**src/rtl/mrd_pkg.sv**
```systemverilog
package mrd_pkg;

  localparam logic [3:0] KIND_PUBLISH  = 4'h3;
  localparam logic [3:0] KIND_SUBACK   = 4'h9;
  localparam logic [7:0] SUBACK_REJECT = 8'h80;

  typedef enum logic [2:0] {
    ROLE_HEADER     = 3'd0,
    ROLE_LENGTH     = 3'd1,
    ROLE_TOPIC_LEN  = 3'd2,
    ROLE_TOPIC      = 3'd3,
    ROLE_PACKET_ID  = 3'd4,
    ROLE_PAYLOAD    = 3'd5,
    ROLE_OTHER_BODY = 3'd6
  } role_t;

  typedef enum logic [2:0] {
    ST_OTHER        = 3'd0,
    ST_PUBLISH_OK   = 3'd1,
    ST_PUBLISH_SHORT = 3'd2,
    ST_SUBACK_OK    = 3'd3,
    ST_SUBACK_REJ   = 3'd4
  } status_t;

  typedef struct packed {
    logic [7:0] data;
    role_t      role;
    logic [3:0] kind;
    logic [1:0] qos;
    logic       last;
    status_t    status;
  } result_t;

endpackage

```
**src/rtl/mrd_in_reg.sv**
```systemverilog
module mrd_in_reg (
  input  logic       clk,
  input  logic       rst,
  input  logic       in_valid,
  output logic       in_ready,
  input  logic [7:0] rx_byte,
  input  logic       take,
  output logic       held_valid,
  output logic [7:0] held_byte
);

  assign in_ready = !held_valid || take;

  always_ff @(posedge clk) begin
    if (rst) begin
      held_valid <= 1'b0;
    end else if (in_ready) begin
      held_valid <= in_valid;
    end
    if (in_valid && in_ready) begin
      held_byte <= rx_byte;
    end
  end

endmodule

```
**src/rtl/mrd_parser.sv**
```systemverilog
module mrd_parser import mrd_pkg::*; #(
  parameter int MAX_LENGTH_BYTES = 4
) (
  input  logic       clk,
  input  logic       rst,
  input  logic       fire,
  input  logic [7:0] rx_byte,
  output result_t    res
);

  typedef enum logic [1:0] {
    PH_HEADER,
    PH_LENGTH,
    PH_BODY
  } phase_t;

  phase_t      phase, phase_next;
  logic [27:0] remaining_left, remaining_left_next;
  logic [1:0]  length_byte_index, length_byte_index_next;
  logic [3:0]  header_type, header_type_next;
  logic [1:0]  header_qos, header_qos_next;
  logic [15:0] topic_length, topic_length_next;
  logic [27:0] body_index, body_index_next;
  logic [7:0]  suback_seen_code, suback_seen_code_next;

  logic [27:0] group_val;
  logic [27:0] len_sum;
  logic [27:0] rem_dec;
  logic [27:0] total;
  logic [27:0] tl_ext;
  logic        last_len;

  function automatic status_t finish(input logic [3:0] kind, input logic [27:0] tot,
                                     input logic [27:0] tl, input logic [7:0] code);
    status_t st;
    st = ST_OTHER;
    if (kind == KIND_PUBLISH) begin
      st = (tot >= 28'd2 && tot >= tl + 28'd2) ? ST_PUBLISH_OK : ST_PUBLISH_SHORT;
    end else if (kind == KIND_SUBACK && tot >= 28'd3) begin
      st = (code == SUBACK_REJECT) ? ST_SUBACK_REJ : ST_SUBACK_OK;
    end
    return st;
  endfunction

  always_comb begin
    phase_next             = phase;
    remaining_left_next    = remaining_left;
    length_byte_index_next = length_byte_index;
    header_type_next       = header_type;
    header_qos_next        = header_qos;
    topic_length_next      = topic_length;
    body_index_next        = body_index;
    suback_seen_code_next  = suback_seen_code;

    case (length_byte_index)
      2'd0:    group_val = {21'd0, rx_byte[6:0]};
      2'd1:    group_val = {14'd0, rx_byte[6:0], 7'd0};
      2'd2:    group_val = {7'd0, rx_byte[6:0], 14'd0};
      default: group_val = {rx_byte[6:0], 21'd0};
    endcase
    len_sum  = remaining_left + group_val;
    last_len = !rx_byte[7] ||
               (({1'b0, length_byte_index} + 3'd1) >= 3'(MAX_LENGTH_BYTES));
    rem_dec  = remaining_left - 28'd1;
    total    = body_index + 28'd1;
    tl_ext   = {12'd0, topic_length};

    res.data   = rx_byte;
    res.role   = ROLE_OTHER_BODY;
    res.kind   = header_type;
    res.qos    = header_qos;
    res.last   = 1'b0;
    res.status = ST_OTHER;

    unique case (phase)
      PH_HEADER: begin
        header_type_next       = rx_byte[7:4];
        header_qos_next        = rx_byte[2:1];
        remaining_left_next    = '0;
        length_byte_index_next = '0;
        topic_length_next      = '0;
        body_index_next        = '0;
        suback_seen_code_next  = '0;
        phase_next             = PH_LENGTH;
        res.role               = ROLE_HEADER;
        res.kind               = rx_byte[7:4];
        res.qos                = rx_byte[2:1];
      end
      PH_LENGTH: begin
        res.role            = ROLE_LENGTH;
        remaining_left_next = len_sum;
        if (last_len) begin
          length_byte_index_next = '0;
          body_index_next        = '0;
          if (len_sum == '0) begin
            res.last   = 1'b1;
            res.status = finish(header_type, 28'd0, tl_ext, suback_seen_code);
            phase_next = PH_HEADER;
          end else begin
            phase_next = PH_BODY;
          end
        end else begin
          length_byte_index_next = length_byte_index + 2'd1;
        end
      end
      PH_BODY: begin
        if (header_type == KIND_PUBLISH) begin
          if (body_index == 28'd0) begin
            topic_length_next = {rx_byte, 8'h00};
            res.role          = ROLE_TOPIC_LEN;
          end else if (body_index == 28'd1) begin
            topic_length_next = {topic_length[15:8], rx_byte};
            res.role          = ROLE_TOPIC_LEN;
          end else if (body_index < tl_ext + 28'd2) begin
            res.role = ROLE_TOPIC;
          end else if (header_qos != 2'd0 && body_index < tl_ext + 28'd4) begin
            res.role = ROLE_PACKET_ID;
          end else begin
            res.role = ROLE_PAYLOAD;
          end
        end else if (header_type == KIND_SUBACK && body_index == 28'd2) begin
          suback_seen_code_next = rx_byte;
        end
        body_index_next     = total;
        remaining_left_next = rem_dec;
        if (rem_dec == '0) begin
          res.last   = 1'b1;
          res.status = finish(header_type, total, {12'd0, topic_length_next},
                              suback_seen_code_next);
          phase_next = PH_HEADER;
        end
      end
      default: begin
        phase_next = PH_HEADER;
      end
    endcase
  end

  always_ff @(posedge clk) begin
    if (rst) begin
      phase             <= PH_HEADER;
      remaining_left    <= '0;
      length_byte_index <= '0;
      header_type       <= '0;
      header_qos        <= '0;
      topic_length      <= '0;
      body_index        <= '0;
      suback_seen_code  <= '0;
    end else if (fire) begin
      phase             <= phase_next;
      remaining_left    <= remaining_left_next;
      length_byte_index <= length_byte_index_next;
      header_type       <= header_type_next;
      header_qos        <= header_qos_next;
      topic_length      <= topic_length_next;
      body_index        <= body_index_next;
      suback_seen_code  <= suback_seen_code_next;
    end
  end

endmodule

```
**src/rtl/mrd_out_reg.sv**
```systemverilog
module mrd_out_reg import mrd_pkg::*; (
  input  logic    clk,
  input  logic    rst,
  input  logic    load,
  input  result_t res_in,
  output logic    out_valid,
  input  logic    out_ready,
  output logic    can_load,
  output result_t res_out
);

  assign can_load = !out_valid || out_ready;

  always_ff @(posedge clk) begin
    if (rst) begin
      out_valid <= 1'b0;
    end else if (can_load) begin
      out_valid <= load;
    end
    if (load && can_load) begin
      res_out <= res_in;
    end
  end

endmodule

```
**src/rtl/mqtt_receive_deframer.sv**
```systemverilog
// MQTT receive deframer: tags each received byte with its role in the packet.
// Path: an accepted byte goes through the input register, then parse logic
//   into the result register.
// Throughput: one item per cycle while out_ready keeps the output draining;
//   set by the single parse pass.
// Reset: synchronous, active high; clears both valid flags and the parse state,
//   which then waits for a fixed header byte.
module mqtt_receive_deframer import mrd_pkg::*; #(
  parameter int MAX_LENGTH_BYTES = 4
) (
  input  logic       clk,
  input  logic       rst,
  input  logic       in_valid,
  output logic       in_ready,
  input  logic [7:0] rx_byte,
  output logic       out_valid,
  input  logic       out_ready,
  output logic [7:0] data_byte,
  output logic [2:0] byte_role,
  output logic [3:0] packet_kind,
  output logic [1:0] qos_level,
  output logic       packet_end,
  output logic [2:0] end_status
);

  // Stage 1: held input byte.
  logic       held_valid;
  logic [7:0] held_byte;
  // Parse result and registered copy.
  result_t    res_comb;
  result_t    res_q;
  logic       can_load;
  logic       advance;

  // A held item moves on whenever the result register is free or being
  // drained this cycle; parse state only updates on that move.
  assign advance = held_valid && can_load;

  mrd_in_reg u_in (
    .clk        (clk),
    .rst        (rst),
    .in_valid   (in_valid),
    .in_ready   (in_ready),
    .rx_byte    (rx_byte),
    .take       (advance),
    .held_valid (held_valid),
    .held_byte  (held_byte)
  );

  // Header / varint length / body tracking, one byte per pass.
  mrd_parser #(
    .MAX_LENGTH_BYTES (MAX_LENGTH_BYTES)
  ) u_parse (
    .clk     (clk),
    .rst     (rst),
    .fire    (advance),
    .rx_byte (held_byte),
    .res     (res_comb)
  );

  mrd_out_reg u_out (
    .clk       (clk),
    .rst       (rst),
    .load      (held_valid),
    .res_in    (res_comb),
    .out_valid (out_valid),
    .out_ready (out_ready),
    .can_load  (can_load),
    .res_out   (res_q)
  );

  assign data_byte   = res_q.data;
  assign byte_role   = res_q.role;
  assign packet_kind = res_q.kind;
  assign qos_level   = res_q.qos;
  assign packet_end  = res_q.last;
  assign end_status  = res_q.status;

endmodule

```
**config.mk**
```make
export PLATFORM = sky130hd
export DESIGN_NAME = mqtt_receive_deframer
export DESIGN_NICKNAME = d
export VERILOG_FILES = /design/src/rtl/mrd_pkg.sv /design/src/rtl/mrd_in_reg.sv /design/src/rtl/mrd_parser.sv /design/src/rtl/mrd_out_reg.sv /design/src/rtl/mqtt_receive_deframer.sv
export SDC_FILE = /design/constraint.sdc
export NUM_CORES = 1
export LEC_CHECK = 0
export BUFFER_PORTS_ARGS = -buffer_cell sky130_fd_sc_hd__buf_2
export CAP_MARGIN = 20
export CORE_UTILIZATION = 64
export DETAILED_ROUTE_END_ITERATION = 6
export PLACE_DENSITY = 0.82
export SETUP_SLACK_MARGIN = 0.5
export SLEW_MARGIN = 0
export SYNTH_ARGS = -nofsm -noshare
export SYNTH_HDL_FRONTEND = slang
export SYNTH_HIERARCHICAL = 1
export SYNTH_SLANG_ARGS = --single-unit
```
**constraint.sdc**
```tcl
create_clock -name clk -period 6.05 [get_ports clk]
set_input_delay 0.3025 -clock clk [delete_from_list [all_inputs] [get_ports clk]]
set_output_delay 0.3025 -clock clk [all_outputs]
set_load 0.01 [all_outputs]
```
[After elaboration in Yosys (flattened, before gate mapping)]
Cells that the tools add are included.
Storage, ports and cells
  flip-flop bits (word level): 121
  bits of input ports: 12
  output and inout bits: 23
  logic and storage cells: 104
Cells by class
  $add $sub $neg: 8
  magnitude comparators: 6
  equal/unequal tests: 11
  multiplexer cells: 35
  reduce and logical (&&, ||, !) cells: 27
Operators with widths (count)
  case mux 28 bit (3 select lines): 3
  zero test 28 bit: 3
  greater-or-equal comparator 28 x 2 -> 1 bit, second input constant: 2
  less-than comparator 28 bit: 2
  two-way mux 16 bit: 3
  adder 16 x 2 -> 17 bit, second input constant: 2
  two-way mux 8 bit: 4
  case mux 16 bit (2 select lines): 1
  adder 28 x 1 -> 28 bit, second input constant: 1
  adder 28 bit: 1
  == test 28 x 1 -> 1 bit, second input constant: 1
  == test 28 x 2 -> 1 bit, second input constant: 1
  greater-or-equal comparator 28 bit: 1
  two-way mux 28 bit: 1
  subtractor 28 x 1 -> 28 bit, second input constant: 1
  two-way mux 3 bit: 7
  adder 16 x 3 -> 17 bit, second input constant: 1
  case mux 8 bit (2 select lines): 1
  two-way mux 2 bit: 6
  two-way mux 4 bit: 3
  case mux 3 bit (3 select lines): 1
  == test 8 bit, second input constant: 1
  case mux 4 bit (2 select lines): 1
  AND reduction 2 bit: 4
  19 further kinds: 35

[Logic depth before layout (Yosys ltp)]
  depth after elaboration: 12
  gate-level depth with buffers: 22
  depth with buffers taken out: 22

[By module]
The synthesis kept the hierarchy.
By module, submodules not included
  mrd_parser: times used 1, cells each 1291, area an instance 9490.4 um^2, seq. area each 1801.7 um^2
  mrd_out_reg: times used 1, cells each 26, area an instance 685.7 um^2, seq. area each 650.6 um^2
  mrd_in_reg: times used 1, cells each 13, area an instance 295.3 um^2, seq. area each 260.2 um^2
  mqtt_receive_deframer: times used 1, cells each 1, area an instance 6.3 um^2, seq. area each 0.0 um^2

[Worst setup path before layout]
No wires, ideal clock.
  path type: reg2reg
  from: reg u_parse.body_index[21]
  to: reg u_out/res_out[1] in the netlist's numbering, data pin
  library setup time: 0.134 ns
  data arrival time: 4.764 ns
  required time: 5.916 ns
  slack: 1.152 ns
  cell stages (with the launch flop): 23
  period minus slack after synthesis: 4.898 ns
  cell sequence: dfxtp_1 -> buf_4 -> nor4_1 -> nand4_1 -> or4_1 -> buf_4 -> a22o_1 -> ha_1 -> and3_1 -> and2b_1 -> and2_1 -> nand2_1 -> xnor2_1 -> ha_1 -> a21o_1 -> a21o_1 -> a21oi_1 -> o21ai_0 -> a21o_1 -> o32a_1 -> or4_1 -> o41ai_1 -> a32o_2
RTL lines
  start: declaration: line mrd_parser.sv:23  | logic [27:0] body_index, body_index_next;
  start signal: assignment: line mrd_parser.sv:156  | body_index <= body_index_next;
  end signal: assignment: line mrd_out_reg.sv:21  | res_out <= res_in;
  end: declaration: line mrd_out_reg.sv:9  | output result_t res_out

==> reports/results.txt <==
Outcome: complete, no violations
Skew-Pair Late Insertion Delay: 0.43 ns
# H-tree levels: 4
GRT met3 Usage: 7.257%
GPL Wtd Cong: 0.9424
Final setup TNS: 0 ns
RSZ-0062 raised after global routing: no
Nets: 1413
Post-layout util: 70.51%
Die area: 16890 um^2
Internal power: 1505 uW
Worst min path class: in2reg
Sequential cell area: 2714 um^2
Setup CP Type: reg2reg
Slew @ Worst Pin: 1.053 ns
Crit-path cells: nor4_1, nand4_1, buf_4, or4_4, a22o_1, ha_1, and3_1, and2b_1, and2_1, nand2_1, xnor2_1, ha_1, a21o_1, a21o_1, a21oi_1, o21ai_0, a21o_1, o32a_1, or4_1, o41ai_1, a32o_2
Die X: 130.0 um
Most used cell, CP: a21o_1
Total gr overflow: 0
Final Power: 2111 uW
Root Driver: clkbuf_16
Multi-input logic area: 7231 um^2
Top FF cell, synth: dfxtp_1
Fin crit share: 86.98%
Setup violators final: 0
Antenna cells: 0
M2 GR Usage: 54.58%
Final Instance Area: 11240 um^2
Routed wire length: 29.61 mm
Number of routed nets with antenna violations: 0
Dpl hpwl: 20.99 mm
Max Cap Viol: 0
Critical Path RT: 6.34 ns
Via count: 10170
P&R area growth vs syn: 7.285%
Met1 Use GR: 47.99%
Die span in y: 130.0 um
IO Pins: 35
Fillers: 1270
Syn_nets: 1439
Clock Sinks: 121
Clk slew on worst S/H paths: 0.07 ns
Antenna violations before repair: 0
Avg Cell Area, Syn: 7.872 um^2
Floorplan row count: 46
VDD IR max: 0.2763 mV
TritonCTS buffer count: 17
Number of synthesized register bits: 121
Mapped Area: 10480 um^2
CP arrival: 5.56 ns
Sw frac: 28.69%
Fin. Hold Viols: 0
Dpl cell area: 10610 um^2
GRT Total Usage: 35.53%
Initial Utilization: 65.72%
Comb power frac: 9.8%
Clk_skew: 0.01351 ns
Worst hold margin: 0.04445 ns
Core box area: 15940 um^2
Crit path time final: 5.262 ns
PwrDens: 187.8 nW/um^2
CP Max Fanout: 12
Bufs on Longest Clock Path: 2
Sequential Power Share: 40.9%
Residual DRC: 0
Busiest layer in global routing: met2
Post-Syn Instances: 1331
Drt wl/cell: 19.30 um
Vias in the first global route: 9095
Slowest stage cell, crit path: or4_4
Yosys Warn Count: 6
TritonCTS clock tree: done
Max Freq: 190.0 MHz
1st-iter DRT viols: 1167
Global-route wire length before repair: 46.42 mm
Leakage power: 0.004560 uW
Pre-antenna DRT Iters: 5
Post-synth EDFFs: 29
Fraction of final layout cells sized beyond drive strength 1: 10.09%
Routed vias/inst: 6.626
IO Port Bufs: 34
Setup crit end kind: flip-flop
Asr flop ratio synth: 0%
Fin. max-slew vios: 0
Post-synthesis sequential area ratio: 25.89%
Clk pwr share: 49.3%
Delay of the slowest cell on the worst path: 0.57 ns
Slew Limit Headroom: 28.85%
Library cells used by synthesis: 84
Crit start category: flip-flop
Psw: 605.6 uW
Pin count of the biggest net entering global routing: 58
==> cell usage in the layout, fill, tap and decap left out, types with 5 or more instances in the layout <==
| master | instances |
|---|---|
| mux2i_1 | 8 |
| nor4_1 | 14 |
| xor2_1 | 43 |
| o22ai_1 | 8 |
| nand3b_1 | 8 |
| nand4b_1 | 5 |
| a211oi_1 | 9 |
| nand4_1 | 25 |
| nor3_1 | 44 |
| inv_8 | 5 |
| a21oi_1 | 81 |
| mux2_2 | 6 |
| or2_2 | 9 |
| nor2b_1 | 9 |
| nand2b_1 | 11 |
| buf_4 | 18 |
| dfxtp_1 | 91 |
| or4_1 | 6 |
| a22oi_1 | 60 |
| o211ai_1 | 6 |
| o21ai_0 | 58 |
| nor2_1 | 141 |
| ha_1 | 95 |
| buf_2 | 34 |
| o31ai_1 | 6 |
| a21o_1 | 28 |
| and2_1 | 35 |
| o21a_1 | 6 |
| nor3b_1 | 5 |
| edfxtp_1 | 29 |
| nand3_1 | 56 |
| inv_6 | 6 |
| inv_1 | 26 |
| and3_1 | 13 |
| clkbuf_16 | 17 |
| a22o_1 | 7 |
| nand2_1 | 133 |
| xnor2_1 | 55 |
==> worst max-delay path, delay by kind of cell (launching register included) <==
family | cells | cell delay (ns)
simple gates | 8 | 2.29
compound gates | 9 | 1.60
fa+ha+maj | 2 | 0.49
flops | 1 | 0.43
buf+inv | 1 | 0.19
xor+xnor | 1 | 0.11
==> Yosys cell counts (all sizes together), types with 29 or more instances <==
cell type / count / area (um^2)
a21oi: 83 / 422.9
a22oi: 60 / 450.4
and2: 37 / 236.5
buf: 29 / 181.4
clkbuf: 69 / 259.0
dfxtp: 92 / 1842
edfxtp: 29 / 870.8
ha: 95 / 1189
nand2: 134 / 510.5
nand3: 59 / 317.8
nor2: 142 / 535.5
nor3: 45 / 236.5
o21ai: 60 / 300.3
xnor2: 55 / 481.7
xor2: 43 / 376.6
==> final cells by class <==
cell class	count	share of cell area (%)
multi-input cells	1086	64.33
flip-flops and latches	121	24.14
clock buffers	17	3.784
repair buffers	53	2.961
well taps	216	2.404
clock inverters	15	1.514
inverters	26	0.8682
==> cells by family (layout without fill, tap and decap cells) <==
family	after synthesis	after routing	share of synthesized area, %
AO/OA/AOI/OAI	323	323	20.42
XOR/XNOR	98	98	8.192
adder cells (fa/ha/maj)	96	96	11.54
buffers and inverters	124	111	5.135
flip-flops	121	121	25.89
multiplexers	14	14	1.409
AND/OR/NAND/NOR	555	555	27.42
==> layer usage <==
| layer | part of all wire [%] | routed length, um |
|---|---|---|
| met1 | 43 | 12600 |
| met2 | 45 | 13300 |
| met3 | 9.7 | 2885 |
| met4 | 2.8 | 829 |
| met5 | 0 | 0 |
==> worst paths after layout <==
kind	endpoint	startpoint	depth (start not counted)	slack (ns)
setup / recovery	u_out/res_out[1]	u_parse/body_index[7]	21	0.79
hold / removal	u_in/held_byte[7]	rx_byte[7]	1	0.04
setup reg to reg	u_out/res_out[1]	u_parse/body_index[7]	21	0.79
hold reg to reg	u_parse/header_qos[1]	u_parse/header_qos[1]	2	0.48
==> stage by stage <==
step	setup slack, ns	instances
after global placement	0.6839	1500
after floorplan	1.152	1331
after CTS	0.5587	1532
final	0.7877	1534
after detailed placement	0.5924	1500
after global routing	0.5056	1534
==> state kept, by name, indices dropped and copies added, names as in the netlist <==
| signal | cells |
|---|---|
| u_in/held_byte | 8 |
| u_in/held_valid | 1 |
| u_out/out_valid | 1 |
| u_out/res_out | 21 |
| u_parse/body_index | 28 |
| u_parse/header_qos | 2 |
| u_parse/header_type | 4 |
| u_parse/length_byte_index | 2 |
| u_parse/phase | 2 |
| u_parse/remaining_left | 28 |
| u_parse/suback_seen_code | 8 |
| u_parse/topic_length | 16 |
==> power by group through the flow <==
stage          clock network (uW)  logic (uW)  registers [uW]
2_1_floorplan                   0         135             882
4_1_cts                      1050         198             863
6_report                     1040         206             864
5_1_grt                      1080         222             865
3_3_place_gp                    0         194             880
3_5_place_dp                    0         197             881
==> repair_timing <==
item	CTS	global route
buffers inserted	0	1
gates resized for setup	0	2
setup endpoints to repair	0	2
hold buffers	0	0
No activity file was read; power rests on OpenSTA's default activity.
